<file path="config.mk">
export PLATFORM = sky130hd
export DESIGN_NAME = bcpe_div
export DESIGN_NICKNAME = d
export VERILOG_FILES = /design/src/rtl/bcpe_pkg.sv /design/src/rtl/bcpe_div.sv
export SDC_FILE = /design/constraint.sdc
export NUM_CORES = 1
export LEC_CHECK = 0
export ABC_CLOCK_PERIOD_IN_PS = 6100
export BUFFER_PORTS_ARGS = -buffer_cell sky130_fd_sc_hd__buf_4
export CORE_MARGIN = 2
export CORE_UTILIZATION = 30
export CTS_BUF_LIST = sky130_fd_sc_hd__clkbuf_4 sky130_fd_sc_hd__clkbuf_8
export DETAILED_ROUTE_END_ITERATION = 8
export GPL_TIMING_DRIVEN = 0
export HOLD_SLACK_MARGIN = 0.12
export SYNTH_ARGS = -nofsm -noshare
export SYNTH_HDL_FRONTEND = slang
export SYNTH_SLANG_ARGS = --single-unit
</file>
<file path="constraint.sdc">
create_clock -name clk -period 6.1 [get_ports clk]
set_clock_uncertainty 0.2 [all_clocks]
set_input_delay 1.22 -clock clk [delete_from_list [all_inputs] [get_ports clk]]
set_output_delay 1.22 -clock clk [all_outputs]
set_load 0.05 [all_outputs]
</file>
<file path="src/rtl/bcpe_pkg.sv">
// Shared types, widths and codes of the B-spline curve point evaluator.
package bcpe_pkg;

	localparam int MAX_POINTS_DEF = 64;
	localparam int MAX_DEGREE_DEF = 7;
	localparam int COORD_BITS     = 16;

	localparam int IDX_W   = 6;
	localparam int T_W     = 17;
	localparam int CNT_W   = 7;
	localparam int DEGC_W  = 3;
	localparam int BASIS_W = 31;
	localparam int TT_W    = 23;
	localparam int LR_W    = 23;
	localparam int DEN_W   = 24;
	localparam int PROD_W  = BASIS_W + LR_W;
	localparam int MULB_W  = 24;
	localparam int MULP_W  = BASIS_W + 1 + MULB_W;
	localparam int ACC_W   = BASIS_W + COORD_BITS + 4;
	localparam int FRAC_SH = 30;
	localparam int IW      = CNT_W + 2;

	localparam logic [T_W-1:0]     T_ONE   = T_W'(65536);
	localparam logic [BASIS_W-1:0] Q30_ONE = BASIS_W'(1) << FRAC_SH;

	localparam logic OP_WRITE = 1'b0;
	localparam logic OP_EVAL  = 1'b1;

	localparam logic REG_DEGREE = 1'b0;
	localparam logic REG_COUNT  = 1'b1;

	typedef struct packed {
		logic                         op;
		logic [IDX_W-1:0]             point_index;
		logic signed [COORD_BITS-1:0] point_x;
		logic signed [COORD_BITS-1:0] point_y;
		logic [T_W-1:0]               param_t;
	} req_t;

	typedef struct packed {
		logic signed [COORD_BITS-1:0] curve_x;
		logic signed [COORD_BITS-1:0] curve_y;
	} rsp_t;

	typedef struct packed {
		logic signed [COORD_BITS-1:0] x;
		logic signed [COORD_BITS-1:0] y;
	} point_t;

	typedef struct packed {
		logic               done;
		logic               rem_nz;
		logic [BASIS_W-1:0] quot;
	} div_stat_t;

	typedef enum logic [3:0] {
		S_IDLE,
		S_SETUP,
		S_SPAN,
		S_KNOT,
		S_MUL,
		S_DIVST,
		S_DIVW,
		S_UPD,
		S_ADDR,
		S_MULX,
		S_MULY,
		S_ADDY,
		S_FIN
	} state_t;

endpackage

</file>
<file path="src/rtl/bcpe_div.sv">
// Restoring radix-2 divider, one quotient bit per cycle.
module bcpe_div (
	input  logic                              clk,
	input  logic                              arst_n,
	input  logic                              start,
	input  logic [bcpe_pkg::PROD_W-1:0]       dividend,
	input  logic [bcpe_pkg::DEN_W-1:0]        divisor,
	output bcpe_pkg::div_stat_t               stat
);
	import bcpe_pkg::*;

	localparam int CW = $clog2(BASIS_W);

	logic                busy_q;
	logic [CW-1:0]       cnt_q;
	logic [DEN_W-1:0]    rem_q;
	logic [DEN_W-1:0]    dvs_q;
	logic [BASIS_W-1:0]  shf_q;
	logic [DEN_W:0]      cand;
	logic [DEN_W:0]      diff;
	logic                fits;

	// The caller guarantees the quotient fits in BASIS_W bits, so the upper
	// dividend bits start out below the divisor.
	assign cand = {rem_q, shf_q[BASIS_W-1]};
	assign diff = cand - {1'b0, dvs_q};
	assign fits = (cand >= {1'b0, dvs_q});

	always_ff @(posedge clk or negedge arst_n) begin
		if (!arst_n) begin
			busy_q <= 1'b0;
			cnt_q  <= '0;
		end else if (start) begin
			busy_q <= 1'b1;
			cnt_q  <= CW'(BASIS_W - 1);
		end else if (busy_q) begin
			cnt_q <= cnt_q - 1'b1;
			if (cnt_q == '0) begin
				busy_q <= 1'b0;
			end
		end
	end

	always_ff @(posedge clk) begin
		if (start) begin
			rem_q <= DEN_W'(dividend[PROD_W-1:BASIS_W]);
			shf_q <= dividend[BASIS_W-1:0];
			dvs_q <= divisor;
		end else if (busy_q) begin
			rem_q <= fits ? diff[DEN_W-1:0] : cand[DEN_W-1:0];
			shf_q <= {shf_q[BASIS_W-2:0], fits};
		end
	end

	assign stat.done   = !busy_q;
	assign stat.rem_nz = (rem_q != '0);
	assign stat.quot   = shf_q;

endmodule

</file>
==> results of run 1 <==
-- worst min-delay path, stage by stage, from the launching register on --
cell     delay [ns]
dfrtp_1        0.37
xnor2_1        0.08
nand2_1        0.06
-- power breakdown --
| part | switching (µW) | internal (µW) | total (µW) |
|---|---|---|---|
| Clock | 234 | 153 | 388 |
| Combinational | 762 | 569 | 1330 |
| Sequential | 104 | 793 | 897 |
| Total | 1100 | 1520 | 2620 |
-- cell type report --
type                       instances  area [µm²]
fill                            1567        9700
sequential                        85        2510
multi-input combinational        294        2210
timing repair buffer             114         868
tap                              216         270
inverter                          36         135
clock buffer                       9         124
buffer                            16        62.6
clock inverter                     7        55.1
-- cell usage in the layout (no fill, tap or decap), types with 5 or more instances in the layout --
master / netlist / routed
buf_4: 0 / 113
edfxtp_1: 78 / 78
inv_1: 36 / 36
nand2_1: 37 / 36
mux2_2: 30 / 30
ha_1: 26 / 26
a21oi_1: 19 / 19
o21ai_1: 19 / 19
mux2i_1: 17 / 17
nor2_1: 15 / 15
xnor2_1: 15 / 15
clkbuf_1: 11 / 11
a21o_1: 10 / 10
nand3_1: 9 / 9
nor4_1: 9 / 9
o21ai_0: 9 / 9
clkbuf_8: 0 / 9
xor2_1: 8 / 8
a31oi_1: 7 / 7
dfrtp_1: 6 / 6
and3_1: 5 / 5
and2_1: 5 / 5
-- registers in the layout, summed over array words and instances, names as in the netlist --
register	flops
dvs_q	24
shf_q	31
rem_q	24
busy_q	1
cnt_q	5
-- routing by layer --
layer  GRT usage [%]  share of wire, %  up-vias
li1                -                 -     1862
met1            18.2                44     1794
met2            24.4                48      116
met3            4.77               6.9       13
met4            4.47               1.3        0
met5               0                 0        -
-- through the flow --
step                      hold slack, ns  area, µm²  setup slack (ns)
after floorplan                    0.289       4920              2.70
after global placement             0.313       6040              1.40
after detailed placement           0.329       6060              2.40
after CTS                          0.353       6240              2.59
after global routing               0.391       6240              2.40
final                              0.349       6240              2.57
-- worst max-delay path by stage --
stage,slack [ns],depth (start not counted),from,to
3_5_place_dp,2.40,5,start,shf_q[10]
4_1_cts,2.59,10,rem_q[2],rem_q[22]
2_1_floorplan,2.70,3,start,rem_q[0]
6_report,2.57,10,rem_q[2],rem_q[22]
5_1_grt,2.40,10,rem_q[2],rem_q[22]
3_3_place_gp,1.40,4,start,shf_q[5]
-- cell families after synthesis --
kind of cell	after synthesis	share of synthesized area, %
AOI/OAI and AO/OA	97	13.4
and+or+nand+nor	100	10.1
DFF	85	51.1
buffers and inverters	52	4.02
muxes	47	10.3
adders and majority gates	27	7.02
xor gates and xnor gates	23	4.10
==> impl_metrics.json, run 1 <==
{
  "outcome": "complete, no violations",
  "ir_worst_vdd_mv": 0.162,
  "slew_viol_final": 0,
  "area_growth_pct": 26.8,
  "cp-start-kind": "register",
  "crit_type": "register to register",
  "p_leak_uw": 0.00271,
  "grt_pass1_vias": 4050,
  "ant_nets": 0,
  "post_cts_resized": 0,
  "cp_cell_sequence": "ha_1 -> a21o_1 -> a21oi_1 -> a211oi_1 -> nor3_2 -> nor4_2 -> o31ai_2 -> buf_2 -> nor2_1 -> a221o_1",
  "gr-total-overflow": 0,
  "synth_top_area_share_pct": 47.6,
  "relSlewSlack_pct": 44.7,
  "remaining_drc_errors": 0,
  "r2r-end": "rem_q[22]",
  "ff2ff_path_depth": 10,
  "initial_core_util_pct": 30.9,
  "worst_pin_slew_ns": 0.826,
  "cts_hold_buf": 0,
  "synth_area_per_cell_um2": 11.4,
  "synthArstFlopShare_pct": 7.06,
  "synth_nets": 539,
  "synth_seq_cells": 85,
  "avgViaCountPerCell": 4.87,
  "fin_util_pct": 39.1,
  "wirelength_mm": 12.6,
  "cts_tree": "built",
  "coreArea_um2": 15900,
  "setup-tns-final_ns": 0,
  "critical_path.max_stage_delay_ns": 0.46,
  "synth_warnings": 0,
  "grt_pass1_wl_mm": 20.4,
  "power_uw": 2620,
  "ys_top_cells_by_area": "edfxtp_1, mux2_2, ha_1",
  "worstPathRequired_ns": 6.04,
  "setup_violations": 0,
  "drtIter0Drc": 161,
  "critical_path.top_delay_family": "compound AO/OA/AOI/OAI gates",
  "timing.rr.start": "rem_q[2]",
  "finalCritPeriodShare_pct": 57.9,
  "synth.top_cells.by_count": "edfxtp_1, nand2_1, inv_1, mux2_2, ha_1",
  "netlist_instances": 431,
  "fin_crit_ns": 3.53,
  "critPathMaxFanout": 10,
  "cap_violations": 0,
  "crit_path_end_kind": "register",
  "min_from": "cnt_q[4]",
  "ys_types": 56,
  "postCtsSetupBuffers": 0,
  "yosysMostFrequentCell": "edfxtp_1",
  "die_y_um": 132,
  "rsz0062_at_grt": "no",
  "dieArea_um2": 17400,
  "dp_hpwl_mm": 9.45,
  "grt_usage_pct": 14.7,
  "cts_buffers": 9,
  "avgRoutedWirePerCell_um": 16.2,
  "critPathBufInv": 1,
  "io_buffers": 113,
  "hold_path_class": "register to register",
  "max_freq_mhz": 283,
  "fin_cells": 777,
  "antenna_cells": 0,
  "crit_path_top_delay_cell": "edfxtp_1",
  "holdPathStages": 2,
  "clockBufferDepth": 2,
  "holdPathEnd": "cnt_q[4]",
  "grt_start_max_net_pins": 30,
  "fin_nets": 664,
  "synth_edf_count": 78,
  "grt_antenna_before_repair": 0,
  "ys.flop_type": "edfxtp_1",
  "layout-drive-gt1-share_pct": 30.1,
  "arrival_ns": 3.47,
  "timing_hold_violations_final": 0,
  "core.rowCount": 46,
  "r2r_setup_slack_ns": 2.57,
  "dp_cells": 761,
  "die_w_um": 132,
  "power_density_nw_per_um2": 419,
  "ys_seq_area_share_pct": 51.1,
  "cts-htree-levels": 3,
  "clk_pin_slew_ns": 0.09,
  "ios": 114,
  "yosysTopAreaCell": "edfxtp_1",
  "syn_area_um2": 4920,
  "cts_root_buf": "clkbuf_8",
  "clk_latency_ns": 0.39,
  "gp_congestion": 0.888,
  "clock_sinks": 85,
  "vias": 3785,
  "detail_route.first_pass.iterations": 4
}
Power figures use the tool's default switching activity.
==> inputs of run 2 (changes only) <==
ABC_CLOCK_PERIOD_IN_PS = 3560   (was 6100)
clock period = 3.56 ns   (was 6.1 ns; I/O delays follow)
==> run 2 against run 1 <==
Hold slack got worse by 0.055 ns. Sequential power increased by 72%. Combinational power increased by 74%. Clock power increased by 71%. Critical path type unchanged. Critical endpoint unchanged. Largest power group unchanged. Highest routed layer unchanged.
==> impl_metrics.json, run 2 (same netlist as run 1, synthesis figures left out) <==
{
  "initial_core_util_pct": 30.9,
  "timing_hold_violations_final": 0,
  "die_y_um": 132,
  "worst_pin_slew_ns": 0.826,
  "largest_register_ffs": 31,
  "grt_antenna_before_repair": 0,
  "wirelength_mm": 12.7,
  "clock_sinks": 85,
  "reg_top3": "shf_q (31), dvs_q (24), rem_q (24)",
  "dp_cells": 761,
  "fin_crit_ns": 3.44,
  "io_buffers": 113,
  "core.rowCount": 46,
  "crit_path_end_kind": "register",
  "worstPathRequired_ns": 3.50,
  "ant_nets": 0,
  "ff2ff_path_depth": 9,
  "critical_path.top_delay_family": "compound AO/OA/AOI/OAI gates",
  "cts_buffers": 9,
  "die_w_um": 132,
  "clockBufferDepth": 2,
  "r2r_setup_slack_ns": 0.12,
  "crit_path_top_delay_cell": "edfxtp_1",
  "gp_congestion": 0.888,
  "layout-drive-gt1-share_pct": 30.2,
  "cp_cell_sequence": "ha_1 -> a21o_1 -> or3_1 -> o221a_1 -> o41a_4 -> a211oi_2 -> a31oi_1 -> xor2_1 -> a221o_1",
  "p_switching_uw": 1900,
  "min_from": "divisor[3]",
  "remaining_drc_errors": 0,
  "avgRoutedWirePerCell_um": 16.3,
  "cts_tree": "built",
  "holdPathEnd": "dvs_q[3]",
  "coreArea_um2": 15900,
  "power.share.sequential_pct": 34.1,
  "critical_path.max_stage_delay_ns": 0.45,
  "dr.max_layer_used": "met4",
  "cts_root_buf": "clkbuf_8",
  "antenna_cells": 0,
  "critPathMaxFanout": 6,
  "intPower_uw": 2620,
  "grt_start_max_net_pins": 30,
  "mostFrequentLayoutCell": "buf_4",
  "cts-htree-levels": 3,
  "ios": 114,
  "ir_worst_vdd_mv": 0.280,
  "setup_violations": 0,
  "largest-register": "shf_q",
  "dp_hpwl_mm": 9.45,
  "vias": 3783,
  "drtIter0Drc": 177,
  "fin_cells": 778,
  "wl_met2_mm": 6.05,
  "switching_share_pct": 42.0,
  "holdPathStages": 1,
  "power_density_nw_per_um2": 721,
  "met1_length_mm": 5.57,
  "grt_usage_pct": 14.7,
  "hold_path_class": "input pin to register",
  "area_growth_pct": 27.2,
  "met3_length_um": 870,
  "arrival_ns": 3.38,
  "outcome": "complete, no violations",
  "slew_viol_final": 0,
  "grt_pass1_vias": 4052,
  "setup-tns-final_ns": 0,
  "finalCritPeriodShare_pct": 96.5,
  "grt_pass1_wl_mm": 20.4,
  "dieArea_um2": 17400,
  "cap_violations": 0,
  "clk_latency_ns": 0.39,
  "critPathBufInv": 0,
  "fin_hold_ws_ns": 0.294,
  "crit_type": "register to register",
  "fin_util_pct": 39.3,
  "rsz0062_at_grt": "no",
  "max_freq_mhz": 291,
  "r2r-end": "rem_q[22]",
  "combPwrFrac_pct": 51.2,
  "avgViaCountPerCell": 4.86,
  "cp-start-kind": "register",
  "p_leak_uw": 0.00272,
  "detail_route.first_pass.iterations": 4,
  "layout_common_cells": "buf_4, edfxtp_1, inv_1, nand2_1, mux2_2",
  "timing.rr.start": "rem_q[4]",
  "gr-total-overflow": 0,
  "fin_nets": 665,
  "clk_pin_slew_ns": 0.09,
  "relSlewSlack_pct": 44.8,
  "clock_power_share_pct": 14.7
}
-- run 2: worst max path at each step --
stage / cells after the start / endpoint / start / slack (ns)
after global routing: 10 / rem_q[22] / rem_q[2] / 0.04
after floorplan: 11 / rem_q[22] / shf_q[30] / 0.40
after CTS: 10 / rem_q[22] / rem_q[2] / 0.05
after detailed placement: 10 / rem_q[22] / rem_q[2] / 0.08
after global placement: 4 / shf_q[6] / start / -0.63
final: 9 / rem_q[22] / rem_q[4] / 0.12
-- run 2: layout make-up --
class / instances / area, µm²
buffer: 16 / 72.6
clock buffer: 9 / 124
clock inverter: 7 / 55.1
fill: 1569 / 9680
inverter: 36 / 135
multi-input combinational: 294 / 2210
sequential: 85 / 2510
tap: 216 / 270
timing repair buffer: 115 / 878
-- run 2: repair_timing --
action,in CTS,in global routing
endpoints found under the setup margin,0,13
buffers inserted,0,0
resized for setup,0,7
endpoints found under the hold margin,6,0
hold buffers,1,0
-- run 2: per-layer routing --
metal	vias up	global-route usage, %
met5	-	0
met4	0	4.47
met3	16	4.77
met2	118	24.4
met1	1787	18.2
li1	1862	-
-- run 2: per-stage QoR --
| stage | area [µm²] | setup WS (ns) | power, µW |
|---|---|---|---|
| after global routing | 6260 | 0.0360 | 4820 |
| after detailed placement | 6060 | 0.0841 | 3820 |
| after floorplan | 4920 | 0.402 | 3240 |
| final | 6260 | 0.123 | 4510 |
| after CTS | 6250 | 0.0509 | 4490 |
| after global placement | 6040 | -0.633 | 3760 |
-- run 2: power by group through the flow --
stage	combinational (µW)	clock [µW]	sequential [µW]
finish	2310	665	1540
global placement	2210	0	1550
global route	2530	722	1560
floorplan	1600	0	1650
detailed placement	2260	0	1550
CTS	2270	684	1540
